--- config.mk ---
export PLATFORM = sky130hd
export DESIGN_NAME = pps_drive
export DESIGN_NICKNAME = d
export VERILOG_FILES = /design/src/hdl/pps_pkg.sv /design/src/hdl/pps_drive.sv
export SDC_FILE = /design/constraint.sdc
export NUM_CORES = 1
export LEC_CHECK = 0
export ABC_AREA = 1
export BUFFER_PORTS_ARGS = -buffer_cell sky130_fd_sc_hd__buf_2
export CORE_ASPECT_RATIO = 0.8
export CORE_MARGIN = 5
export CORE_UTILIZATION = 40
export CTS_BUF_LIST = sky130_fd_sc_hd__clkbuf_4
export CTS_CLUSTER_DIAMETER = 150
export DETAILED_ROUTE_END_ITERATION = 12
export GPL_TIMING_DRIVEN = 0
export PLACE_DENSITY_LB_ADDON = 0.08
export SETUP_SLACK_MARGIN = 0.1
export SLEW_MARGIN = 0
export SYNTH_ARGS = -nofsm -noshare
export SYNTH_HDL_FRONTEND = slang
export SYNTH_SLANG_ARGS = --single-unit
--- constraint.sdc ---
create_clock -name clk -period 10.1 [get_ports clk]
set_input_delay 0.505 -clock clk [delete_from_list [all_inputs] [get_ports clk]]
set_output_delay 0.505 -clock clk [all_outputs]
set_load 0.01 [all_outputs]
--- src/hdl/pps_pkg.sv ---
// Shared types and constants for the position PID controller.
`default_nettype none
package pps_pkg;

	localparam int CFG_W     = 32;
	localparam int CFG_IDX_W = 3;
	localparam int GAIN_W    = 16;
	localparam int BAND_W    = 16;
	localparam int ILIM_W    = 31;
	localparam int OLIM_W    = 7;
	localparam int SCNT_W    = 8;
	localparam int TARGET_W  = 32;
	localparam int DRIVE_W   = 8;

	localparam logic [SCNT_W-1:0] TICKS_MAX = '1;

	typedef enum logic [CFG_IDX_W-1:0] {
		CFG_TARGET_POSITION = 3'd0,
		CFG_GAIN_P          = 3'd1,
		CFG_GAIN_I          = 3'd2,
		CFG_GAIN_D          = 3'd3,
		CFG_SETTLE_BAND     = 3'd4,
		CFG_INTEGRAL_LIMIT  = 3'd5,
		CFG_OUTPUT_LIMIT    = 3'd6,
		CFG_SETTLE_COUNT    = 3'd7
	} cfg_idx_t;

	typedef struct packed {
		logic signed [TARGET_W-1:0] target_position;
		logic [GAIN_W-1:0]          gain_p;
		logic [GAIN_W-1:0]          gain_i;
		logic [GAIN_W-1:0]          gain_d;
		logic [BAND_W-1:0]          settle_band;
		logic [ILIM_W-1:0]          integral_limit;
		logic [OLIM_W-1:0]          output_limit;
		logic [SCNT_W-1:0]          settle_count;
	} cfg_t;

	localparam logic signed [TARGET_W-1:0] RST_TARGET_POSITION = '0;
	localparam logic [GAIN_W-1:0] RST_GAIN_P         = 16'd4096;
	localparam logic [GAIN_W-1:0] RST_GAIN_I         = 16'd123;
	localparam logic [GAIN_W-1:0] RST_GAIN_D         = 16'd205;
	localparam logic [BAND_W-1:0] RST_SETTLE_BAND    = 16'd307;
	localparam logic [ILIM_W-1:0] RST_INTEGRAL_LIMIT = 31'd307200;
	localparam logic [OLIM_W-1:0] RST_OUTPUT_LIMIT   = 7'd127;
	localparam logic [SCNT_W-1:0] RST_SETTLE_COUNT   = 8'd100;

endpackage
`default_nettype wire

--- src/hdl/pps_drive.sv ---
// Term sum, scaling toward zero, clamp and result register.
`default_nettype none
module pps_drive import pps_pkg::*; #(
	parameter int POSITION_WIDTH     = 32,
	parameter int INTEG_WIDTH        = 34,
	parameter int GAIN_FRACTION_BITS = 12
) (
	input  wire logic                                   clk,
	input  wire logic                                   arst_n,
	input  wire logic                                   en_s4,
	input  wire logic                                   en_out,
	input  wire logic                                   vld,
	input  wire logic [OLIM_W-1:0]                      output_limit,
	input  wire logic signed [POSITION_WIDTH+GAIN_W:0]  prod_p_s3,
	input  wire logic signed [POSITION_WIDTH+GAIN_W:0]  prod_d_s3,
	input  wire logic signed [INTEG_WIDTH+GAIN_W:0]     prod_i_s3,
	input  wire logic signed [POSITION_WIDTH-1:0]       err_s3,
	input  wire logic                                   done_s3,
	output logic signed [DRIVE_W-1:0]                   drive_q,
	output logic signed [POSITION_WIDTH-1:0]            err_q,
	output logic                                        done_q
);

	localparam int SW = INTEG_WIDTH + GAIN_W + 3;
	localparam int SH = GAIN_FRACTION_BITS + 10;

	logic signed [SW-1:0]       sum_s4;
	logic signed [POSITION_WIDTH-1:0] err_s4;
	logic                       done_s4;

	logic signed [SW-1:0]       scaled;
	logic signed [SW-1:0]       lim;
	logic signed [SW-1:0]       clamped;
	logic signed [DRIVE_W-1:0]  drive_d;
	logic [DRIVE_W-1:0]         drive_mag;

	always_ff @(posedge clk) begin
		if (en_s4) begin
			sum_s4  <= SW'(prod_p_s3) + SW'(prod_d_s3) + SW'(prod_i_s3);
			err_s4  <= err_s3;
			done_s4 <= done_s3;
		end
	end

	always_comb begin
		scaled = sum_s4 >>> SH;
		if (sum_s4[SW-1] && (|sum_s4[SH-1:0])) begin
			scaled = scaled + SW'(1);
		end
		lim = SW'({1'b0, output_limit});
		if (scaled > lim) begin
			clamped = lim;
		end else if (scaled < -lim) begin
			clamped = -lim;
		end else begin
			clamped = scaled;
		end
		drive_d = done_s4 ? '0 : clamped[DRIVE_W-1:0];
	end

	always_ff @(posedge clk) begin
		if (en_out) begin
			drive_q <= drive_d;
			err_q   <= err_s4;
			done_q  <= done_s4;
		end
	end

	assign drive_mag = drive_q[DRIVE_W-1] ? DRIVE_W'(-drive_q) : drive_q;

	a_done_zero: assert property (@(posedge clk) disable iff (!arst_n)
		(vld && done_q) |-> (drive_q == '0))
		else $error("nonzero drive while done");

	a_drive_clamped: assert property (@(posedge clk) disable iff (!arst_n)
		vld |-> (drive_mag <= DRIVE_W'(output_limit)))
		else $error("drive beyond output limit");

endmodule
`default_nettype wire
==> metrics.md <==
| Metric | Value |
|---|---|
| Critical Path RT | `10450 ps` |
| Hold Crit Start | `err_s3[13]` |
| Sink Count | `around 130` |
| Routed WL | `29230 um` |
| Max Clock Freq | `about 260 MHz` |
| Fin. max-slew vios | `0` |
| Max_cap viols | `0` |
| Fin crit share | `38.51%` |
| First-pass GRT wire length | `47360 um` |
| Cells after synthesis | `between 1000 and 1500` |
| Net Count, Synth | `between 1500 and 2000` |
| RSZ-0062 raised after global routing | `no` |
| Post-Syn Area | `~11000 sq um` |
| Slew headroom | `between 20% and 30%` |
| DRC violations left | `0` |
| Post-CTS Setup Inserts | `0` |
| Reg2Reg Depth | `25` |
| Final count of hold timing violations | `0` |
| Largest net degree at the start of global routing | `between 50 and 60` |
| Post-synthesis sequential area ratio | `35.09%` |
| Cell depth of the worst hold path | `1` |
| Synth area leaders | `edfxtp_1 (35%), ha_1 (11%), fa_1 (9.7%), nand2_1 (8.0%), inv_1 (6.4%)` |
| Asr flop ratio synth | `0%` |
| DR pass1 iterations | `7` |
| Die height | `~160 um` |
| Final clock skew | `between 30 and 40 ps` |
| Crit path launch type | `register` |
| Final setup vio count | `0` |
| Setup TNS | `0 ps` |
| Final nets | `1849` |
| Maximum fanout along the worst path | `10` |
| CP Buf/Inv Count | `4` |
| Crit path top cell by count | `nand2_1` |
| Routed len/inst | `between 15 and 20 um` |
| PD cells | `about 170 nW/um^2` |
| GPL Wtd Cong | `0.9171` |
| Yosys cell types | `43` |
| Initial antenna violation count | `1` |
| Port-buffer cells | `about 230` |
| Number of DRC markers in iteration 0 | `approximately 710` |
| Worst vdd rail ir drop | `~0.08 mV` |
| Total number of yosys warnings | `0` |
| Clock slew at reported path FFs | `160 ps` |
| Hold EP | `err_s4[13]` |
| Area leader, netlist | `edfxtp_1` |
| Synth cell count leaders | `nand2_1 (230), inv_1 (184), nor2_1 (134)` |
| Post-synth top flop | `edfxtp_1` |
| Post-CTS Resized | `0` |
| Via Count | `about 9200` |
| Non-filler cells, final | `1879` |
| Reg2reg end | `drive_q[2]` |
| Layout fillers | `~2700` |
| Grt ovf | `0` |
| Initial Util | `about two fifths` |
| Clock root buffer | `clkbuf_4` |
| Flop-to-flop setup slack | `between 6000 and 7000 ps` |
| CP Data Arrival Time | `4240 ps` |
| Vias in the first global route | `approximately 9000` |
| Core Region | `~26000 sq um` |
| Minimum hold slack | `roughly 120 ps` |
| Cts bufs inserted | `17` |
| RR Startpoint | `sum_s4[19]` |
| Width of the die | `between 150 and 200 um` |
| Leak | `~6 nW` |
| Fin crit period | `about 3900 ps` |
| Post-CTS Hold Fix Bufs | `0` |
| Routed Antenna Nets | `0` |
| Critical Path End Type | `register` |
| Status | `completed` |
| Crit-path leading delay family | `simple AND/OR/NAND/NOR gates` |
| Ports | `~240` |
| Slowest stage delay, CP | `400 ps` |
| Top cell type's share of synthesized area | `between 30% and 40%` |
| Hpwl dp | `24920 um` |
| Worst Tran Pin Value | `1136 ps` |
| Min-delay worst type | `in2reg` |
| Syn_area_per_cell | `roughly 8.6 sq um` |
| Vias per inst | `around 5` |
| Die area | `~30000 sq um` |
| CP max stage cell | `edfxtp_1` |
| FP Rows | `53` |
| Area Growth Syn to Fin | `17.97%` |
| Clk_lat worst skew | `between 500 and 600 ps` |
| Layout cells sized above 1 | `between 10% and 20%` |
| Post-synth EDFFs | `around 130` |
| Most common cell in the netlist | `nand2_1` |
| CTS Buffer Depth | `2` |
| TritonCTS clock tree | `done` |
| Placed cell count | `between 1500 and 2000` |
| All-Layer GR Usage | `19.31%` |
| H-tree depth | `4` |
| Synthesized flop and latch total | `about 130` |
| Kind of critical path | `reg2reg` |
[state kept, by name, summed over array words and instances (netlist names)]
name / flops
err_q: 32
drive_q: 8
done_q: 1
err_s4: 32
sum_s4: 52
done_s4: 1
[per-stage QoR]
| stage | instance area, sq um | total power, mW | setup WS (ps) | utilization [%] |
|---|---|---|---|---|
| after detailed placement | 12420 | 1.787 | 5922 | 47.05 |
| after floorplan | 10780 | 1.458 | 6930 | - |
| after global placement | 12390 | 1.778 | 5916 | 46.93 |
| after global routing | 12720 | 2.345 | 5893 | 48.20 |
| final | 12720 | 2.153 | 6210 | 48.20 |
| after CTS | 12720 | 2.167 | 6172 | 48.19 |
[worst register-to-register path: cells and delay by family, from the launching register on]
family,cells,cell delay (ps)
adder cells (fa/ha/maj),1,300
buffers and inverters,4,380
AND/OR/NAND/NOR,16,2060
flip-flops,1,400
XOR/XNOR,1,260
AO/OA/AOI/OAI,3,280
[worst max path at each step]
stage / startpoint / endpoint / cells past startpoint
after CTS: sum_s4[19] / drive_q[7] / 22
after floorplan: sum_s4[1] / drive_q[7] / 22
after global routing: sum_s4[19] / drive_q[3] / 24
after detailed placement: output_limit[0] / drive_q[7] / 16
final: sum_s4[19] / drive_q[2] / 25
after global placement: output_limit[1] / drive_q[7] / 17
[layout by cell type, fill, tap and decap left out, types with 2 or more instances in the layout]
master	n
ha_1	95
clkinv_8	2
clkbuf_4	17
o21ai_0	52
nor3_1	26
nand3_1	60
edfxtp_1	126
nand2_2	10
nand4_1	22
clkinvlp_4	2
nor3b_1	2
nor3_2	3
and3_1	3
xnor2_1	26
inv_6	3
nand3b_1	2
buf_2	231
inv_8	4
nor2_4	5
nor2_2	9
inv_1	184
a21o_1	5
o21bai_1	3
nand2_4	3
nand2_1	230
nand3_4	2
a21oi_1	104
fa_1	52
nor2_1	134
o2111ai_1	2
o21a_1	13
a31oi_1	20
o221ai_1	2
nor4_1	7
xor2_1	39
clkinv_4	3
buf_6	3
[per-layer routing]
metal	vias up	global-route usage, %	wire, um
met1	4183	29.17	14890
li1	4754	-	-
met3	17	3.831	1851
met5	-	0	0
met2	268	28.86	12220
met4	0	4.112	267
[power breakdown]
group | internal (mW) | switching, mW | total, mW | leakage, nW
combinational | 0.364 | 0.646 | 1.01 | 4.45
clock | 0.136 | 0.237 | 0.372 | 0.157
sequential | 0.706 | 0.0648 | 0.771 | 1.24
total | 1.21 | 0.948 | 2.15 | 5.84
[layout make-up]
| type | count | area, sq um | share of cell area (%) |
|---|---|---|---|
| multi-input combinational | 939 | 6254 | 49.15 |
| sequential | 126 | 3784 | 29.74 |
| timing repair buffer | 232 | 1186 | 9.323 |
| inverter | 187 | 704.4 | 5.537 |
| tap | 357 | 446.7 | 3.511 |
| clock inverter | 15 | 175.2 | 1.377 |
| clock buffer | 17 | 127.6 | 1.003 |
| buffer | 5 | 42.54 | 0.3344 |
| antenna | 1 | 2.502 | 0.01967 |
[cells by family after synthesis]
kind of cell / share of synthesized area (%)
simple gates: 21.51
compound gates: 10.52
buf+inv: 6.926
fa+ha+maj: 20.68
flops: 35.09
xor+xnor: 5.279
Power figures use the tool's default switching activity.
