--- config.mk ---
export PLATFORM = sky130hd
export DESIGN_NAME = pps_state
export DESIGN_NICKNAME = d
export VERILOG_FILES = /design/src/hdl/pps_pkg.sv /design/src/hdl/pps_state.sv
export SDC_FILE = /design/constraint.sdc
export NUM_CORES = 1
export LEC_CHECK = 0
export ABC_AREA = 0
export BUFFER_PORTS_ARGS = -buffer_cell sky130_fd_sc_hd__buf_2
export CELL_PAD_IN_SITES_DETAIL_PLACEMENT = 1
export CELL_PAD_IN_SITES_GLOBAL_PLACEMENT = 1
export CORE_MARGIN = 3
export CORE_UTILIZATION = 46
export CTS_CLUSTER_DIAMETER = 80
export DETAILED_ROUTE_END_ITERATION = 10
export PLACE_DENSITY_LB_ADDON = 0.25
export REMOVE_ABC_BUFFERS = 1
export SYNTH_ARGS = -nofsm -noshare
export SYNTH_HDL_FRONTEND = slang
export SYNTH_SLANG_ARGS = --single-unit
--- constraint.sdc ---
create_clock -name clk -period 8.9 [get_ports clk]
set_input_delay 1.335 -clock clk [delete_from_list [all_inputs] [get_ports clk]]
set_output_delay 1.335 -clock clk [all_outputs]
set_load 0.02 [all_outputs]
--- src/hdl/pps_pkg.sv ---
// Shared types and constants for the position PID controller.
`default_nettype none
package pps_pkg;

	localparam int CFG_W     = 32;
	localparam int CFG_IDX_W = 3;
	localparam int GAIN_W    = 16;
	localparam int BAND_W    = 16;
	localparam int ILIM_W    = 31;
	localparam int OLIM_W    = 7;
	localparam int SCNT_W    = 8;
	localparam int TARGET_W  = 32;
	localparam int DRIVE_W   = 8;

	localparam logic [SCNT_W-1:0] TICKS_MAX = '1;

	typedef enum logic [CFG_IDX_W-1:0] {
		CFG_TARGET_POSITION = 3'd0,
		CFG_GAIN_P          = 3'd1,
		CFG_GAIN_I          = 3'd2,
		CFG_GAIN_D          = 3'd3,
		CFG_SETTLE_BAND     = 3'd4,
		CFG_INTEGRAL_LIMIT  = 3'd5,
		CFG_OUTPUT_LIMIT    = 3'd6,
		CFG_SETTLE_COUNT    = 3'd7
	} cfg_idx_t;

	typedef struct packed {
		logic signed [TARGET_W-1:0] target_position;
		logic [GAIN_W-1:0]          gain_p;
		logic [GAIN_W-1:0]          gain_i;
		logic [GAIN_W-1:0]          gain_d;
		logic [BAND_W-1:0]          settle_band;
		logic [ILIM_W-1:0]          integral_limit;
		logic [OLIM_W-1:0]          output_limit;
		logic [SCNT_W-1:0]          settle_count;
	} cfg_t;

	localparam logic signed [TARGET_W-1:0] RST_TARGET_POSITION = '0;
	localparam logic [GAIN_W-1:0] RST_GAIN_P         = 16'd4096;
	localparam logic [GAIN_W-1:0] RST_GAIN_I         = 16'd123;
	localparam logic [GAIN_W-1:0] RST_GAIN_D         = 16'd205;
	localparam logic [BAND_W-1:0] RST_SETTLE_BAND    = 16'd307;
	localparam logic [ILIM_W-1:0] RST_INTEGRAL_LIMIT = 31'd307200;
	localparam logic [OLIM_W-1:0] RST_OUTPUT_LIMIT   = 7'd127;
	localparam logic [SCNT_W-1:0] RST_SETTLE_COUNT   = 8'd100;

endpackage
`default_nettype wire

--- src/hdl/pps_state.sv ---
// Controller state: integral, previous error, settle counter and done flag.
`default_nettype none
module pps_state import pps_pkg::*; #(
	parameter int POSITION_WIDTH = 32,
	parameter int INTEG_WIDTH    = 34
) (
	input  wire logic                             clk,
	input  wire logic                             arst_n,
	input  wire logic                             en,
	input  wire cfg_t                             cfg,
	input  wire logic                             start_s1,
	input  wire logic signed [POSITION_WIDTH-1:0] err_s1,
	output logic signed [POSITION_WIDTH-1:0]      err_s2,
	output logic signed [POSITION_WIDTH-1:0]      deriv_s2,
	output logic signed [INTEG_WIDTH-1:0]         integ_s2,
	output logic                                  done_s2
);

	localparam int PW = POSITION_WIDTH;
	localparam int IW = INTEG_WIDTH;

	logic signed [IW-1:0] integ_q;
	logic signed [PW-1:0] prev_q;
	logic [SCNT_W-1:0]    ticks_q;
	logic                 fin_q;

	logic                 active;
	logic signed [IW-1:0] integ_eff;
	logic signed [PW-1:0] prev_eff;
	logic [SCNT_W-1:0]    ticks_eff;
	logic [PW-1:0]        err_mag;
	logic                 in_band;
	logic signed [IW-1:0] integ_base;
	logic [IW-1:0]        integ_mag;
	logic signed [IW-1:0] integ_new;
	logic signed [PW:0]   ddiff;
	logic signed [PW-1:0] deriv;
	logic [SCNT_W-1:0]    ticks_new;
	logic                 fin_new;

	always_comb begin
		active    = start_s1 || !fin_q;
		integ_eff = start_s1 ? '0 : integ_q;
		prev_eff  = start_s1 ? err_s1 : prev_q;
		ticks_eff = start_s1 ? '0 : ticks_q;

		err_mag = err_s1[PW-1] ? PW'(-err_s1) : err_s1;
		in_band = err_mag < PW'(cfg.settle_band);

		integ_base = in_band ? '0 : integ_eff;
		integ_mag  = integ_base[IW-1] ? IW'(-integ_base) : integ_base;
		if (cfg.gain_i == '0) begin
			integ_new = '0;
		end else if (integ_mag < IW'(cfg.integral_limit)) begin
			integ_new = integ_base + {{(IW-PW){err_s1[PW-1]}}, err_s1};
		end else begin
			integ_new = '0;
		end

		ddiff = {err_s1[PW-1], err_s1} - {prev_eff[PW-1], prev_eff};
		if (ddiff[PW] == ddiff[PW-1]) begin
			deriv = ddiff[PW-1:0];
		end else begin
			deriv = {ddiff[PW], {(PW-1){~ddiff[PW]}}};
		end

		if (!in_band) begin
			ticks_new = '0;
		end else if (ticks_eff == TICKS_MAX) begin
			ticks_new = TICKS_MAX;
		end else begin
			ticks_new = ticks_eff + 1'b1;
		end
		fin_new = ticks_new > cfg.settle_count;
	end

	always_ff @(posedge clk or negedge arst_n) begin
		if (!arst_n) begin
			integ_q <= '0;
			prev_q  <= '0;
			ticks_q <= '0;
			fin_q   <= 1'b0;
		end else if (en && active) begin
			integ_q <= integ_new;
			prev_q  <= err_s1;
			ticks_q <= ticks_new;
			fin_q   <= fin_new;
		end
	end

	always_ff @(posedge clk) begin
		if (en) begin
			err_s2   <= err_s1;
			deriv_s2 <= deriv;
			integ_s2 <= integ_new;
			done_s2  <= active ? fin_new : 1'b1;
		end
	end

	a_hold_when_done: assert property (@(posedge clk) disable iff (!arst_n)
		(en && fin_q && !start_s1) |=> ($stable(integ_q) && $stable(prev_q)))
		else $error("state changed while done");

	a_start_clears_ticks: assert property (@(posedge clk) disable iff (!arst_n)
		(en && start_s1) |=> (ticks_q <= SCNT_W'(1)))
		else $error("settle counter not cleared by start");

endmodule
`default_nettype wire

==> results of run 1 <==
[layout make-up]
cell class | count | area, um^2
tap | 378 | 473.0
timing repair buffer | 242 | 1334
fill | 3251 | 12640
multi-input combinational | 1070 | 7799
clock buffer | 17 | 425.4
clock inverter | 15 | 173.9
sequential | 174 | 4850
inverter | 84 | 315.3
[path summary, 6_finish.rpt]
kind / start / slack, ps / depth (start not counted) / endpoint
max in group asynchronous: arst_n / 7080 / 1 / integ_q[6]$_DFFE_PN0P_
min in group asynchronous: arst_n / 1050 / 1 / prev_q[2]$_DFFE_PN0P_
worst min register to register: prev_q[17]$_DFFE_PN0P_ / 490 / 2 / prev_q[17]$_DFFE_PN0P_
worst min-delay path: prev_q[17]$_DFFE_PN0P_ / 490 / 2 / prev_q[17]$_DFFE_PN0P_
worst max-delay path: err_s1[1] / 540 / 33 / integ_q[10]$_DFFE_PN0P_
worst max register to register: integ_q[4]$_DFFE_PN0P_ / 3470 / 19 / integ_q[10]$_DFFE_PN0P_
[stage by stage]
stage	power [mW]	cells	util	hold WS, ps
global route	4.106	1980	0.5487	521.6
global placement	2.954	1948	0.5269	461.8
floorplan	2.433	1328	-	446.0
finish	3.831	1980	0.5487	490.9
CTS	3.847	1980	0.5483	491.1
detailed placement	3.038	1948	0.5269	474.1
[metal layers]
metal	vias up	wire, um	track usage
met4	2	842	0.07114
met1	5671	17450	0.3329
met5	-	13	0
met2	277	20140	0.4631
li1	5488	-	-
met3	57	1585	0.03824
[cell families (layout without fill, tap and decap cells)]
family	Yosys count	after routing	synth area share
buffers and inverters	135	358	0.04005
adder cells (fa/ha/maj)	131	131	0.1242
XOR/XNOR	94	94	0.06259
AO/OA/AOI/OAI	357	357	0.1853
AND/OR/NAND/NOR	410	410	0.1555
flip-flops	174	174	0.3687
multiplexers	78	78	0.06364
[registers in the layout, summed over array words and instances (netlist names)]
register / cells
ticks_q: 8
done_s2: 1
integ_q: 34
fin_q: 1
err_s2: 32
integ_s2: 34
prev_q: 32
deriv_s2: 32
[what timing repair did]
item	4_1_cts	5_1_grt
setup endpoints to repair	0	24
hold buffers	0	0
setup buffers	0	0
resized for setup	0	4
[worst register-to-register path, stage by stage (launching register included)]
cell and delay, ps:
dfrtp_1 450, or4_1 600, or4b_2 700, nor4_1 660, nand3_1 200, o41ai_1 340, xor2_1 180, nor2_1 60
ha_1 300, nand3_1 80, nor2_1 130, nand2_1 110, nor3_2 260, a31oi_1 140, o41a_1 140, a31oi_1 160
a211o_2 200, buf_12 190, a211oi_2 110, mux2_1 300
[power groups by stage]
stage	Sequential, mW	Combinational, mW	Clock, mW
detailed placement	1.27	1.76	0
floorplan	1.37	1.06	0
global route	1.29	1.99	0.823
global placement	1.26	1.69	0
CTS	1.26	1.79	0.791
finish	1.26	1.79	0.780
[cells in the final DEF, fill, tap and decap left out, types with 10 or more instances in the layout]
master,count
dfrtp_1,75
o21ai_0,65
nor2_1,124
nand3_1,17
inv_1,82
clkbuf_16,17
buf_4,37
edfxtp_1,99
and2_1,33
o31ai_1,37
a211oi_1,13
nand4_1,13
a31oi_1,10
nand2_1,95
nand2b_1,15
buf_2,203
mux2i_1,33
or4_1,10
xor2_1,49
nor3_1,19
a21oi_1,87
mux2_2,44
nor4_1,15
xnor2_1,45
a21o_1,38
o21a_1,20
nor2b_1,23
ha_1,121
==> impl_metrics.env, run 1 <==
export IMPL_outcome="completed"
export IMPL_ys_async_sr_fraction=0.4310
export IMPL_start_util=0.4696
export IMPL_wl_um=40030
export IMPL_pwr_share_comb=0.467
export IMPL_tns_ps=0
export IMPL_antenna_found_initial=1
export IMPL_pre_cts_slack_ps=50.89
export IMPL_synth_top_cell_area_share=0.2260
export IMPL_postPlaceCellArea_um2=14760
export IMPL_cpLargestDelayFamily="compound AO/OA/AOI/OAI gates"
export IMPL_ys_flop_type="edfxtp_1"
export IMPL_yosysMostFrequentCell="nor2_1"
export IMPL_grt_pass1_wl_um=64200
export IMPL_syn_area_um2=13150
export IMPL_clk_pin_slew_worst_paths_ps=70
export IMPL_gp_congestion=0.8810
export IMPL_grt_use_total=0.2613
export IMPL_drv_cap=0
export IMPL_cts_tree="built"
export IMPL_startpoint_type="primary input"
export IMPL_crit_path_top_delay_cell="or4_1"
export IMPL_fmax_mhz=119.7
export IMPL_ys_top_cells_by_area="edfxtp_1 23%, dfrtp_1 14%, ha_1 12%, mux2_2 3.8%, nor2_1 3.5%"
export IMPL_relSlewSlack=0.2661
export IMPL_hold_class="flop to flop"
export IMPL_core_area_um2=28010
export IMPL_yosysWarnings=0
export IMPL_grt_overflow=0
export IMPL_port_buffers=205
export IMPL_ys_seq_area_frac=0.3687
export IMPL_yosys_register_bits=174
export IMPL_cts_sinks=174
export IMPL_detail_route_wl_per_cell_um=20.22
export IMPL_critPathCaptureType="flop"
export IMPL_crit_path_frequent_cell="ha_1"
export IMPL_h_tree_depth=4
export IMPL_timing_final_crit_share=0.9390
export IMPL_fin_ws_ps=543.0
export IMPL_p_clk_frac=0.204
export IMPL_p_int_mw=2.211
export IMPL_drcViolationCount=0
export IMPL_via_per_inst=5.806
export IMPL_dr_pass1_iters=5
export IMPL_cts_buffer_depth=2
export IMPL_worst_path_buf_inv=4
export IMPL_tightestPinTransition_ps=1101
export IMPL_setup_violations=0
export IMPL_die_area_um2=30660
export IMPL_worstSetupPathType="primary input to flop"
export IMPL_syn_area_per_cell_um2=9.539
export IMPL_synth_edff_count=99
export IMPL_cts_inserted_buffers=17
export IMPL_period_minus_slack_ps=8357
export IMPL_synth_top_cell_by_area="edfxtp_1"
export IMPL_fin_nets=1890
export IMPL_dp_hpwl_um=29860
export IMPL_power_density_nw_per_um2=249.3
export IMPL_clock_skew_ps=10.46
export IMPL_cpPeakStageDelay_ps=600
export IMPL_cts_root_buf="clkbuf_16"
export IMPL_syn_to_final_growth_pct=16.85
export IMPL_required_ps=9220
export IMPL_synthCells=1379
export IMPL_drt_initial_drc_count=664
export IMPL_fin_area_um2=15370
export IMPL_rows=61
export IMPL_dieHeight_um=175.1
export IMPL_seqPwrFrac=0.330
export IMPL_grt_pass1_vias=12146
export IMPL_ioPinCount=277
export IMPL_rsz0062_at_grt="no"
export IMPL_dieWidth_um=175.1
export IMPL_layout_drive_gt1_share=0.2228
export IMPL_finalMaxSlewViolations=0
export IMPL_swShare=0.4228
export IMPL_peakVddDrop_uv=129.6
export IMPL_leakage_nw=7.006
export IMPL_synth_commonest_cells="124 x nor2_1, 121 x ha_1, 99 x edfxtp_1"
export IMPL_vias=11495
export IMPL_synth_cell_types=80
export IMPL_grt_max_degree=76
export IMPL_p_sw_mw=1.620
export IMPL_ant_nets=0
export IMPL_insertedDiodeCount=0
export IMPL_critPathArrivalTime_ps=8670
export IMPL_clkLatencyLatePin_ps=440
export IMPL_hold_violations=0
export IMPL_path_max_fanout=22
Note: power is estimated with default switching activity, not from simulation.
==> run 2: changes to the inputs <==
--- a/config.mk
+++ b/config.mk
@@ -14,6 +14,7 @@
 export CTS_CLUSTER_DIAMETER = 80
 export DETAILED_ROUTE_END_ITERATION = 10
 export PLACE_DENSITY_LB_ADDON = 0.25
+export RECOVER_POWER = 100
 export REMOVE_ABC_BUFFERS = 1
 export SYNTH_ARGS = -nofsm -noshare
 export SYNTH_HDL_FRONTEND = slang
==> impl_metrics.env, run 2 (synthesis gave the netlist of run 1 again) <==
export IMPL_grt_pass1_vias=12146
export IMPL_fin_nets=1890
export IMPL_clkLatencyLatePin_ps=440
export IMPL_worstSetupPathType="primary input to flop"
export IMPL_final_cell_mix="137 x clkbuf_1, 124 x nor2_1, 121 x ha_1, 99 x edfxtp_1, 96 x nand2_1"
export IMPL_gp_congestion=0.8810
export IMPL_cp_num_cells=27
export IMPL_stdcell_count=1980
export IMPL_finalMaxSlewViolations=228
export IMPL_reg_top3="integ_q x34, integ_s2 x34"
export IMPL_gr_usage_met3=0.03824
export IMPL_dp_cells=1948
export IMPL_use_met1=0.3329
export IMPL_power_density_nw_per_um2=250.6
export IMPL_p_int_mw=2.171
export IMPL_core_area_um2=28010
export IMPL_dieWidth_um=175.1
export IMPL_startpoint_type="primary input"
export IMPL_cts_resized=0
export IMPL_dr_pass1_iters=5
export IMPL_relSlewSlack=-2.002
export IMPL_setup_violations=0
export IMPL_drv_cap=4
export IMPL_cpPeakStageDelay_ps=600
export IMPL_critPathCaptureType="flop"
export IMPL_fmax_mhz=118.6
export IMPL_grt_overflow=0
export IMPL_hold_class="flop to flop"
export IMPL_cts_buffer_depth=2
export IMPL_cts_sinks=174
export IMPL_top_usage_layer="met2"
export IMPL_cts_root_buf="clkbuf_16"
export IMPL_seqPwrFrac=0.334
export IMPL_worst_path_buf_inv=4
export IMPL_p_clk_frac=0.206
export IMPL_r2r_start="integ_q[4]$_DFFE_PN0P_"
export IMPL_violations="capacitance limit, slew limit"
export IMPL_required_ps=9090
export IMPL_via_per_inst=5.816
export IMPL_die_area_um2=30660
export IMPL_fin_area_um2=15130
export IMPL_cpLargestDelayFamily="compound AO/OA/AOI/OAI gates"
export IMPL_tns_ps=0
export IMPL_endpoint="integ_s2[32]$_DFFE_PP_"
export IMPL_rows=61
export IMPL_hold_violations=0
export IMPL_rsz0062_at_grt="no"
export IMPL_period_minus_slack_ps=8434
export IMPL_fin_ws_ps=465.9
export IMPL_hold_buffers=0
export IMPL_grt_max_degree=76
export IMPL_tightestPinTransition_ps=4502
export IMPL_grt_use_total=0.2613
export IMPL_ioPinCount=277
export IMPL_dp_hpwl_um=29860
export IMPL_peakVddDrop_uv=127.3
export IMPL_drcViolationCount=0
export IMPL_post_cts_setup_buffers=0
export IMPL_dieHeight_um=175.1
export IMPL_reg2regPathDepth=19
export IMPL_ant_nets=0
export IMPL_startpoint="err_s1[1]"
export IMPL_swShare=0.4271
export IMPL_r2r_end="integ_q[10]$_DFFE_PN0P_"
export IMPL_postPlaceCellArea_um2=14760
export IMPL_start_util=0.4696
export IMPL_reg2reg_slack_ps=3490
export IMPL_power_mw=3.790
export IMPL_fill_cells=3304
export IMPL_cts_tree="built"
export IMPL_timing_final_crit_share=0.9477
export IMPL_clk_pin_slew_worst_paths_ps=80
export IMPL_clock_skew_ps=9.695
export IMPL_antenna_found_initial=1
export IMPL_pre_cts_slack_ps=50.89
export IMPL_detail_route_wl_per_cell_um=20.22
export IMPL_crit_path_top_delay_cell="or4_1"
export IMPL_pwr_share_comb=0.460
export IMPL_outcome="finished, violations left"
export IMPL_cts_inserted_buffers=17
export IMPL_path_max_fanout=31
export IMPL_layout_commonest_cell="clkbuf_1"
export IMPL_wl_um=40030
export IMPL_drt_initial_drc_count=663
export IMPL_insertedDiodeCount=0
export IMPL_grt_pass1_wl_um=64200
export IMPL_h_tree_depth=4
export IMPL_p_sw_mw=1.619
export IMPL_gr_usage_met2=0.4631
export IMPL_critPathArrivalTime_ps=8620
export IMPL_vias=11516
export IMPL_leakage_nw=6.599
export IMPL_syn_to_final_growth_pct=14.99
export IMPL_port_buffers=205
export IMPL_layout_drive_gt1_share=0.1342
[run 2: cell type report]
cell class              instances  area, um^2  area share
clock inverters                15       173.9     0.01150
multi-input cells            1070        7776      0.5141
well taps                     378       473.0     0.03127
flip-flops and latches        174        4850      0.3206
repair buffers                242        1112     0.07354
inverters                      84       315.3     0.02085
clock buffers                  17       425.4     0.02812
[run 2: worst min-delay path, cell delays in order (launching register included)]
cell     delay (ps)
dfrtp_1         350
nand2_1          50
o21ai_0          60
[run 2: power by group through the flow]
| stage | clock network (mW) | registers (mW) | logic, mW |
|---|---|---|---|
| 6_report | 0.779 | 1.27 | 1.74 |
| 5_1_grt | 0.823 | 1.30 | 1.95 |
| 4_1_cts | 0.791 | 1.26 | 1.79 |
| 3_5_place_dp | 0 | 1.27 | 1.76 |
| 3_3_place_gp | 0 | 1.26 | 1.69 |
| 2_1_floorplan | 0 | 1.37 | 1.06 |
[run 2: worst min-delay path by stage]
stage,start,end,slack [ps],cells past startpoint
CTS,prev_q[17]$_DFFE_PN0P_,prev_q[17]$_DFFE_PN0P_,490,2
global route,prev_q[10]$_DFFE_PN0P_,prev_q[10]$_DFFE_PN0P_,520,1
floorplan,prev_q[0]$_DFFE_PN0P_,prev_q[0]$_DFFE_PN0P_,450,2
global placement,fin_q$_DFFE_PN0P_,fin_q$_DFFE_PN0P_,460,2
detailed placement,prev_q[20]$_DFFE_PN0P_,prev_q[20]$_DFFE_PN0P_,470,2
finish,prev_q[17]$_DFFE_PN0P_,prev_q[17]$_DFFE_PN0P_,490,2
[run 2: metrics by stage]
step / utilization / hold WS (ps)
2_1_floorplan: - / 446.0
3_3_place_gp: 0.5269 / 461.8
3_5_place_dp: 0.5269 / 474.1
4_1_cts: 0.5483 / 491.1
5_1_grt: 0.5400 / 521.8
6_report: 0.5400 / 493.3
[run 2: routing by layer]
metal / share of wire / vias up / wire [um]
li1: - / 5484 / -
met1: 0.44 / 5713 / 17470
met2: 0.50 / 260 / 20210
met3: 0.039 / 57 / 1568
met4: 0.019 / 2 / 770
met5: 0.00032 / - / 13
