`src/hdl/pps_pkg.sv`:
```
// Shared types and constants for the position PID controller.
`default_nettype none
package pps_pkg;

	localparam int CFG_W     = 32;
	localparam int CFG_IDX_W = 3;
	localparam int GAIN_W    = 16;
	localparam int BAND_W    = 16;
	localparam int ILIM_W    = 31;
	localparam int OLIM_W    = 7;
	localparam int SCNT_W    = 8;
	localparam int TARGET_W  = 32;
	localparam int DRIVE_W   = 8;

	localparam logic [SCNT_W-1:0] TICKS_MAX = '1;

	typedef enum logic [CFG_IDX_W-1:0] {
		CFG_TARGET_POSITION = 3'd0,
		CFG_GAIN_P          = 3'd1,
		CFG_GAIN_I          = 3'd2,
		CFG_GAIN_D          = 3'd3,
		CFG_SETTLE_BAND     = 3'd4,
		CFG_INTEGRAL_LIMIT  = 3'd5,
		CFG_OUTPUT_LIMIT    = 3'd6,
		CFG_SETTLE_COUNT    = 3'd7
	} cfg_idx_t;

	typedef struct packed {
		logic signed [TARGET_W-1:0] target_position;
		logic [GAIN_W-1:0]          gain_p;
		logic [GAIN_W-1:0]          gain_i;
		logic [GAIN_W-1:0]          gain_d;
		logic [BAND_W-1:0]          settle_band;
		logic [ILIM_W-1:0]          integral_limit;
		logic [OLIM_W-1:0]          output_limit;
		logic [SCNT_W-1:0]          settle_count;
	} cfg_t;

	localparam logic signed [TARGET_W-1:0] RST_TARGET_POSITION = '0;
	localparam logic [GAIN_W-1:0] RST_GAIN_P         = 16'd4096;
	localparam logic [GAIN_W-1:0] RST_GAIN_I         = 16'd123;
	localparam logic [GAIN_W-1:0] RST_GAIN_D         = 16'd205;
	localparam logic [BAND_W-1:0] RST_SETTLE_BAND    = 16'd307;
	localparam logic [ILIM_W-1:0] RST_INTEGRAL_LIMIT = 31'd307200;
	localparam logic [OLIM_W-1:0] RST_OUTPUT_LIMIT   = 7'd127;
	localparam logic [SCNT_W-1:0] RST_SETTLE_COUNT   = 8'd100;

endpackage
`default_nettype wire

```
`src/hdl/pps_error.sv`:
```
// Input stage: position error against target, saturated, and start flag.
`default_nettype none
module pps_error import pps_pkg::*; #(
	parameter int POSITION_WIDTH = 32
) (
	input  wire logic                             clk,
	input  wire logic                             en,
	input  wire logic                             start_req,
	input  wire logic signed [POSITION_WIDTH-1:0] measured,
	input  wire logic signed [TARGET_W-1:0]       target_position,
	output logic                                  start_s1,
	output logic signed [POSITION_WIDTH-1:0]      err_s1
);

	localparam int PW = POSITION_WIDTH;
	localparam int DW = ((PW > TARGET_W) ? PW : TARGET_W) + 1;

	logic signed [DW-1:0] diff;
	logic                 fits;
	logic signed [PW-1:0] err_sat;

	always_comb begin
		diff = {{(DW-PW){measured[PW-1]}}, measured}
			- {{(DW-TARGET_W){target_position[TARGET_W-1]}}, target_position};
		fits = (diff[DW-1:PW-1] == {(DW-PW+1){diff[DW-1]}});
		if (fits) begin
			err_sat = diff[PW-1:0];
		end else begin
			err_sat = {diff[DW-1], {(PW-1){~diff[DW-1]}}};
		end
	end

	always_ff @(posedge clk) begin
		if (en) begin
			start_s1 <= start_req;
			err_s1   <= err_sat;
		end
	end

endmodule
`default_nettype wire

```
`config.mk`:
```
export PLATFORM = sky130hd
export DESIGN_NAME = pps_error
export DESIGN_NICKNAME = d
export VERILOG_FILES = /design/src/hdl/pps_pkg.sv /design/src/hdl/pps_error.sv
export SDC_FILE = /design/constraint.sdc
export NUM_CORES = 1
export LEC_CHECK = 0
export BUFFER_PORTS_ARGS = -buffer_cell sky130_fd_sc_hd__buf_4
export CAP_MARGIN = 40
export CORE_ASPECT_RATIO = 0.5
export CORE_MARGIN = 4
export CORE_UTILIZATION = 40
export CTS_CLUSTER_SIZE = 16
export DETAILED_ROUTE_END_ITERATION = 10
export HOLD_SLACK_MARGIN = 0.1
export SLEW_MARGIN = 20
export SYNTH_ARGS = -nofsm -noshare
export SYNTH_HDL_FRONTEND = slang
export SYNTH_SLANG_ARGS = --single-unit
```
`constraint.sdc`:
```
create_clock -name clk -period 4.5 [get_ports clk]
set_input_delay 0.675 -clock clk [delete_from_list [all_inputs] [get_ports clk]]
set_output_delay 0.675 -clock clk [all_outputs]
set_load 0.005 [all_outputs]
```
==> results of run 1 <==
[area by class of cell]
type | instances | area share [%]
multi-input cells | 317 | 51.0
flip-flops and latches | 33 | 22.0
repair buffers | 106 | 17.7
well taps | 112 | 3.11
inverters | 37 | 3.08
clock buffers | 5 | 2.78
clock inverters | 3 | 0.389
[per-layer routing]
layer  global-route usage [%]  vias to the layer above
met5                        0                        -
met4                     2.58                        0
met3                     3.73                        9
met2                     28.9                      105
met1                     25.3                     1516
li1                         -                     1719
[registers in the layout, indices dropped and copies added (netlist names)]
signal,count
err_s1,32
start_s1,1
[worst paths after layout]
check / from / to / slack, ns / depth (start not counted)
setup / recovery: measured[26] / err_s1[25] / 0.84 / 10
hold / removal: start_req / start_s1 / 0.57 / 1
[power breakdown]
part / switching, mW / total [mW] / internal (mW)
Combinational: 0.329 / 0.632 / 0.303
Clock: 0.121 / 0.324 / 0.202
Sequential: 0.0192 / 0.447 / 0.428
Total: 0.469 / 1.40 / 0.934
[critical path: cells and delay by family]
kind | cells | cell delay (ns)
adders and majority gates | 1 | 0.38
AOI/OAI and AO/OA | 7 | 2.14
and+or+nand+nor | 1 | 0.36
buffers and inverters | 1 | 0.11
[synth_stat cells (3+ instances only)]
library cell,instances
nand4_1,4
nor2_1,16
ha_1,32
o21bai_1,3
and3_1,7
or2_2,4
clkbuf_1,9
or3_1,3
xor2_1,11
a211oi_1,6
o21a_1,5
a21oi_2,6
buf_6,3
and2_1,6
nor3_1,11
nand2_1,31
nand2b_1,3
a32o_1,7
o21ai_0,23
nand3_1,25
o211ai_1,5
buf_2,7
xnor2_1,15
a21oi_1,23
a21o_1,18
a31oi_1,7
a41oi_1,3
edfxtp_1,33
inv_1,37
o31ai_1,4
[kinds of logic (layout without fill, tap and decap cells)]
kind of cell | Yosys count | count (layout)
AOI/OAI and AO/OA | 141 | 141
and+or+nand+nor | 115 | 115
buffers and inverters | 57 | 151
adders and majority gates | 33 | 33
DFF | 33 | 33
xor gates and xnor gates | 26 | 26
muxes | 2 | 2
[stage by stage]
stage          cell area (sq um)  instances  power, mW
6_report                    4510        613       1.40
5_1_grt                     4510        613       1.50
3_3_place_gp                4360        605       1.08
4_1_cts                     4510        613       1.41
3_5_place_dp                4360        605       1.09
2_1_floorplan               3540        407      0.849
==> impl_metrics.env, run 1 <==
export IMPL_synthTopCellsByArea="edfxtp_1, ha_1, inv_1"
export IMPL_synthArstFlopShare_pct=0
export IMPL_peakVddDrop_mv=0.153
export IMPL_fmax_ghz=0.273
export IMPL_grt_pass1_wl_microns=15300
export IMPL_regArea_sq_um=991
export IMPL_yosysUniqueCellTypes=63
export IMPL_die_y_microns=74.5
export IMPL_fp_coreArea_sq_mm=0.00829
export IMPL_drv_cap=0
export IMPL_cts_hold_buf=0
export IMPL_synth_simple_area_share_pct=16.0
export IMPL_wl_met1_microns=4600
export IMPL_synth_main_ff_cell="edfxtp_1"
export IMPL_final_period_minus_worst_setup_slack_ns=3.66
export IMPL_syn_num_nets=507
export IMPL_dieWidth_microns=141
export IMPL_min_period_over_period_pct=81.4
export IMPL_start_util_pct=42.7
export IMPL_gp_congestion=0.836
export IMPL_hold_class="primary input to flip-flop"
export IMPL_power_leakage_nw=2.06
export IMPL_die_area_sq_mm=0.0105
export IMPL_wl_per_cell_microns=15.2
export IMPL_crit_chain="buf_4 > ha_1 > a21oi_2 > o21bai_1 > a2111o_1 > o311ai_0 > and2_1 > a211o_1 > o22a_4 > o21ai_0"
export IMPL_cts_tree="yes"
export IMPL_slew_violations=0
export IMPL_via_count=3349
export IMPL_grt_antenna_before_repair=0
export IMPL_hold_viol=0
export IMPL_synth_top_family_by_area="compound AO/OA/AOI/OAI gates"
export IMPL_slowest_delay_ns=0.56
export IMPL_clockBufferDepth=2
export IMPL_drt_iter0_markers=255
export IMPL_setup_violations=0
export IMPL_synth_xor_area_share_pct=6.44
export IMPL_whs_ns=0.573
export IMPL_layout_common_cells="buf_4, inv_1, edfxtp_1"
export IMPL_ys_ff_latch=33
export IMPL_grt_overflow_total=0
export IMPL_final_antenna_net_count=0
export IMPL_top_layer_used="met4"
export IMPL_yosysWarnings=0
export IMPL_drt_pass1_iter_count=5
export IMPL_route_met2_wl_microns=4040
export IMPL_port_buffers=99
export IMPL_end_kind="flip-flop"
export IMPL_cp_start_kind="primary input"
export IMPL_fillers=815
export IMPL_cts_made_buffers=5
export IMPL_ys_seq_area_share_pct=28.0
export IMPL_crit_arrival_ns=3.67
export IMPL_grt_max_degree=34
export IMPL_synth_edf_count=33
export IMPL_crit_required_ns=4.50
export IMPL_yosysTopAreaCellShare_pct=28.0
export IMPL_pre_cts_ws_ns=0.588
export IMPL_drc=0
export IMPL_met3_length_microns=586
export IMPL_utilization_pct=54.4
export IMPL_synthMuxAreaShare_pct=0.601
export IMPL_fin_nets=600
export IMPL_crit_slowest_cell="a211o_1"
export IMPL_path_max_fanout=21
export IMPL_clk_pin_slew_ns=0.06
export IMPL_areaGrowthSynthToFinish_pct=27.4
export IMPL_h_tree_depth=2
export IMPL_p_per_area_mw_per_mm2=311
export IMPL_fin_setup_tns_ns=0
export IMPL_io_pin_count=100
export IMPL_grt_setup_unrepaired="no"
export IMPL_ctsResizeCount=0
export IMPL_synth_compound_area_share_pct=30.0
export IMPL_final_common_cell="buf_4"
export IMPL_multiInputGateArea_sq_mm=0.00230
export IMPL_max_slew_margin_pct=32.1
export IMPL_grt_use_total_pct=17.8
export IMPL_synth_avg_cell_area_sq_um=8.69
export IMPL_routed_wl_microns=9300
export IMPL_layout_drive_gt1_share_pct=27.3
export IMPL_synth_largest_area_cell="edfxtp_1"
export IMPL_row_count=23
export IMPL_vias_per_cell=5.46
export IMPL_cts_sinks=33
export IMPL_dp_hpwl_microns=7470
export IMPL_postLayoutSetupSlackWorst_ns=0.838
export IMPL_worstMarginPinSlew_ns=1.01
export IMPL_post_cts_buffers=0
export IMPL_synth_fa_ha_area_share_pct=11.9
export IMPL_synth_area_sq_mm=0.00354
export IMPL_cts_root_buf="clkbuf_16"
export IMPL_first_global_vias=3210
export IMPL_status="complete, no violations"
export IMPL_diodes=0
export IMPL_critical_path_class="primary input to flip-flop"
export IMPL_synth_cells=407
No activity file was read; power rests on OpenSTA's default activity.
==> run 2: changes to the inputs <==
PLACE_DENSITY = 0.66   (was default)
clock period = 2.95 ns   (was 4.5 ns; I/O delays follow)
==> impl_metrics.env, run 2 (same netlist as run 1, synthesis figures left out) <==
export IMPL_cts_tree="yes"
export IMPL_power_leakage_nw=2.54
export IMPL_largest_register="err_s1"
export IMPL_min_period_over_period_pct=98.8
export IMPL_slew_violations=0
export IMPL_start_util_pct=42.7
export IMPL_cp_top_family="compound AO/OA/AOI/OAI gates"
export IMPL_vias_per_cell=5.35
export IMPL_areaGrowthSynthToFinish_pct=51.3
export IMPL_p_per_area_mw_per_mm2=463
export IMPL_drc=0
export IMPL_power_switching_share_pct=31.9
export IMPL_crit_slowest_cell="o22a_2"
export IMPL_power_frac_seq_pct=27.7
export IMPL_diodes=0
export IMPL_io_pin_count=100
export IMPL_critPathBufInv=4
export IMPL_final_common_cell="buf_4"
export IMPL_die_y_microns=74.5
export IMPL_fillers=728
export IMPL_grt_use_total_pct=19.6
export IMPL_p_int_mw=1.69
export IMPL_critical_path_class="primary input to flip-flop"
export IMPL_p_comb_share_pct=48.3
export IMPL_grt_setup_unrepaired="yes"
export IMPL_worstMarginPinSlew_ns=0.719
export IMPL_layout_drive_gt1_share_pct=40.2
export IMPL_cp_start_kind="primary input"
export IMPL_via_count=3775
export IMPL_clockBufferDepth=2
export IMPL_cts_made_buffers=5
export IMPL_pre_cts_ws_ns=-0.309
export IMPL_hold_class="primary input to flip-flop"
export IMPL_fmax_ghz=0.343
export IMPL_final_antenna_net_count=0
export IMPL_grt_antenna_before_repair=0
export IMPL_crit_chain="buf_8 > inv_12 > ha_4 > inv_2 > fa_2 > a211o_1 > a211oi_2 > o31a_2 > o21ai_4 > a31o_4 > buf_4 > nand2_1 > o22a_2 > o211ai_1"
export IMPL_gp_congestion=0.881
export IMPL_largest_reg_flops=32
export IMPL_fp_coreArea_sq_mm=0.00829
export IMPL_hold_viol=0
export IMPL_setup_violations=0
export IMPL_drv_cap=0
export IMPL_slowest_delay_ns=0.34
export IMPL_drt_pass1_iter_count=5
export IMPL_grt_overflow_total=0
export IMPL_wl_per_cell_microns=14.8
export IMPL_switchingPower_uw=790
export IMPL_drt_iter0_markers=193
export IMPL_dieWidth_microns=141
export IMPL_grt_max_degree=34
export IMPL_postLayoutSetupSlackWorst_ns=0.0339
export IMPL_dp_hpwl_microns=8300
export IMPL_cts_sinks=33
export IMPL_layout_common_cells="buf_4, inv_1, edfxtp_1"
export IMPL_die_area_sq_mm=0.0105
export IMPL_peakVddDrop_mv=0.285
export IMPL_h_tree_depth=2
export IMPL_status="complete, no violations"
export IMPL_clk_pin_slew_ns=0.05
export IMPL_row_count=23
export IMPL_crit_arrival_ns=2.93
export IMPL_port_buffers=99
export IMPL_path_max_fanout=10
export IMPL_final_period_minus_worst_setup_slack_ns=2.92
export IMPL_fin_nets=693
export IMPL_crit_required_ns=2.96
export IMPL_utilization_pct=64.6
export IMPL_pwr_share_clk_pct=24.0
export IMPL_max_slew_margin_pct=51.4
export IMPL_end_kind="flip-flop"
export IMPL_grt_pass1_wl_microns=16800
export IMPL_largestRegisters="err_s1: 32 flops, start_s1: 1 flops"
export IMPL_first_global_vias=3628
export IMPL_cts_root_buf="clkbuf_16"
export IMPL_routed_wl_microns=10500
run 2: changes by cell type in the layout (fill, tap and decap cells not counted), moves of 2 or more:
| cell | delta |
|---|---|
| buf_6 | +2 |
| buf_12 | +3 |
| inv_1 | -2 |
| and2_1 | -2 |
| buf_4 | +86 |
| and2_2 | +2 |
| clkinv_2 | -2 |
run 2: what timing repair did:
| item | 4_1_cts | 5_1_grt |
|---|---|---|
| setup buffers | 0 | 1 |
| hold buffers | 0 | 0 |
| cloned | 0 | 1 |
| pin swaps | 1 | 1 |
| setup endpoints to repair | 8 | 28 |
| gates resized for setup | 2 | 9 |
run 2: final cells by class:
class	count	area, sq um	share of cell area [%]
Sequential cell	33	991	18.5
Timing Repair Buffer	198	1540	28.8
Clock inverter	2	33.8	0.631
Tap cell	112	140	2.62
Multi-Input combinational cell	318	2370	44.2
Clock buffer	6	129	2.41
Inverter	37	151	2.83
run 2: routing by layer:
| metal | part of all wire [%] | GRT usage (%) |
|---|---|---|
| met4 | 0.84 | 3.76 |
| met1 | 47 | 25.3 |
| met5 | 0 | 0 |
| met2 | 47 | 34.7 |
| met3 | 5.3 | 4.30 |
run 2: through the flow:
stage	setup TNS (ns)	cell area (sq um)	instances	hold WS, ns	total power [mW]
2_1_floorplan	-0.276	3580	407	0.541	1.30
3_3_place_gp	-6.02	5120	696	0.621	1.84
3_5_place_dp	-7.32	5120	696	0.627	1.86
4_1_cts	0	5300	704	0.339	2.46
5_1_grt	-0.285	5350	706	0.338	2.63
6_report	0	5350	706	0.341	2.48
run 2: power by group through the flow:
| stage | logic, mW | clock network (mW) | registers (mW) |
|---|---|---|---|
| after floorplan | 0.602 | 0 | 0.699 |
| after global placement | 1.14 | 0 | 0.695 |
| after detailed placement | 1.16 | 0 | 0.695 |
| after CTS | 1.18 | 0.596 | 0.686 |
| after global routing | 1.32 | 0.622 | 0.693 |
| final | 1.20 | 0.593 | 0.686 |
run 2: path summary, 6_finish.rpt:
| kind | startpoint | end | slack, ns | depth (start not counted) |
|---|---|---|---|---|
| max | measured[0] | err_s1[20] | 0.03 | 14 |
| min | start_req | start_s1 | 0.34 | 1 |
==> run 3: changes to the inputs <==
PLACE_DENSITY = default   (was 0.66)
clock period = 3 ns   (was 2.95 ns; I/O delays follow)
==> impl_metrics.env, run 3 (same netlist as run 1, synthesis figures left out) <==
export IMPL_cts_sinks=33
export IMPL_start_util_pct=42.7
export IMPL_path_max_fanout=6
export IMPL_power_mw=2.30
export IMPL_fin_nets=687
export IMPL_critical_path_class="primary input to flip-flop"
export IMPL_crit_arrival_ns=2.97
export IMPL_die_area_sq_mm=0.0105
export IMPL_row_count=23
export IMPL_pre_cts_ws_ns=-0.283
export IMPL_final_antenna_net_count=0
export IMPL_die_y_microns=74.5
export IMPL_crit_path_start="measured[0]"
export IMPL_final_common_cell="buf_4"
export IMPL_grt_antenna_before_repair=0
export IMPL_layout_common_cells="buf_4, inv_1, edfxtp_1"
export IMPL_grt_pass1_wl_microns=16800
export IMPL_grt_max_degree=34
export IMPL_fp_coreArea_sq_mm=0.00829
export IMPL_first_global_vias=3530
export IMPL_end_kind="flip-flop"
export IMPL_gp_congestion=0.833
export IMPL_drv_cap=0
export IMPL_diodes=0
export IMPL_utilization_pct=63.4
export IMPL_h_tree_depth=2
export IMPL_power_leakage_nw=2.50
export IMPL_clockBufferDepth=2
export IMPL_drc=0
export IMPL_grt_use_total_pct=19.6
export IMPL_clk_pin_slew_ns=0.05
export IMPL_cts_hold_buf=0
export IMPL_p_per_area_mw_per_mm2=438
export IMPL_largest_reg_flops=32
export IMPL_setup_violations=0
export IMPL_cp_endpoint="err_s1[13]"
export IMPL_largestRegisters="err_s1: 32 flops, start_s1: 1 flops"
export IMPL_largest_register="err_s1"
export IMPL_drt_pass1_iter_count=4
export IMPL_slew_violations=0
export IMPL_max_slew_margin_pct=64.5
export IMPL_status="complete, no violations"
export IMPL_fin_setup_tns_ns=0
export IMPL_dp_hpwl_microns=8360
export IMPL_hold_viol=0
export IMPL_layout_drive_gt1_share_pct=39.4
export IMPL_min_period_over_period_pct=98.2
export IMPL_io_pin_count=100
export IMPL_fmax_ghz=0.339
export IMPL_hold_class="primary input to flip-flop"
export IMPL_dieWidth_microns=141
export IMPL_via_count=3686
export IMPL_routed_wl_microns=10000
export IMPL_crit_required_ns=3.02
export IMPL_peakVddDrop_mv=0.265
export IMPL_port_buffers=99
export IMPL_cts_tree="yes"
export IMPL_areaGrowthSynthToFinish_pct=48.5
export IMPL_postLayoutSetupSlackWorst_ns=0.0531
export IMPL_cp_start_kind="primary input"
export IMPL_hold_start="start_req"
export IMPL_grt_overflow_total=0
export IMPL_vias_per_cell=5.28
export IMPL_drt_iter0_markers=207
export IMPL_worstMarginPinSlew_ns=0.525
export IMPL_wl_per_cell_microns=14.4
export IMPL_grt_setup_unrepaired="yes"
export IMPL_cts_root_buf="clkbuf_16"
export IMPL_final_period_minus_worst_setup_slack_ns=2.95
export IMPL_cts_made_buffers=5
run 3: cell types whose count changed in the layout (fill, tap and decap cells not counted), sizes merged:
cell,delta
bufinv,-1
buf,-5
o22a,-1
clkbuf,-1
clkinv,+1
inv,-1
run 3: worst min-delay path by stage:
stage | to | slack, ns | cells past startpoint
floorplan | start_s1 | 0.55 | 0
global placement | start_s1 | 0.63 | 1
detailed placement | start_s1 | 0.63 | 1
CTS | start_s1 | 0.35 | 1
global route | start_s1 | 0.34 | 1
finish | start_s1 | 0.35 | 1
run 3: power by group:
group / total (mW) / switching [mW] / internal (mW) / leakage, nW
combinational: 1.15 / 0.533 / 0.618 / 2.12
clock: 0.474 / 0.178 / 0.296 / 0.0655
sequential: 0.676 / 0.0326 / 0.643 / 0.322
total: 2.30 / 0.744 / 1.56 / 2.50
run 3: layout make-up:
| class | instances | area [sq um] |
|---|---|---|
| clock buffers | 5 | 125 |
| clock inverters | 1 | 5.00 |
| fillers | 749 | 3030 |
| inverters | 37 | 144 |
| multi-input cells | 317 | 2350 |
| flip-flops and latches | 33 | 991 |
| well taps | 112 | 140 |
| repair buffers | 193 | 1490 |
run 3: what timing repair did:
item | in CTS | in global routing
endpoints found under the setup margin | 0 | 30
buffers inserted | 0 | 4
resized for setup | 0 | 8
run 3: per-layer routing:
layer  global-route usage, %  up-vias  share of wire (%)
li1                        -     1887                  -
met1                    27.0     1710                 47
met2                    33.3       82                 47
met3                    3.47        7                5.4
met4                    3.11        0               0.73
met5                       0        -                  0
run 3: worst max-delay path: stages:
cell and delay, ns:
buf_6 0.10, clkinv_4 0.04, ha_4 0.12, inv_2 0.03, fa_2 0.33, a211o_1 0.29, a211oi_2 0.29, o31a_2 0.25
o21ai_4 0.07, a31o_4 0.23, a211o_4 0.30, o22ai_4 0.28, buf_4 0.16, a21oi_1 0.03
run 3: stage by stage:
stage | std cells | hold WS (ns) | cell area (sq um)
final | 698 | 0.352 | 5250
after global routing | 698 | 0.344 | 5250
after CTS | 694 | 0.347 | 5180
after detailed placement | 688 | 0.631 | 5050
after global placement | 688 | 0.629 | 5050
after floorplan | 407 | 0.549 | 3570
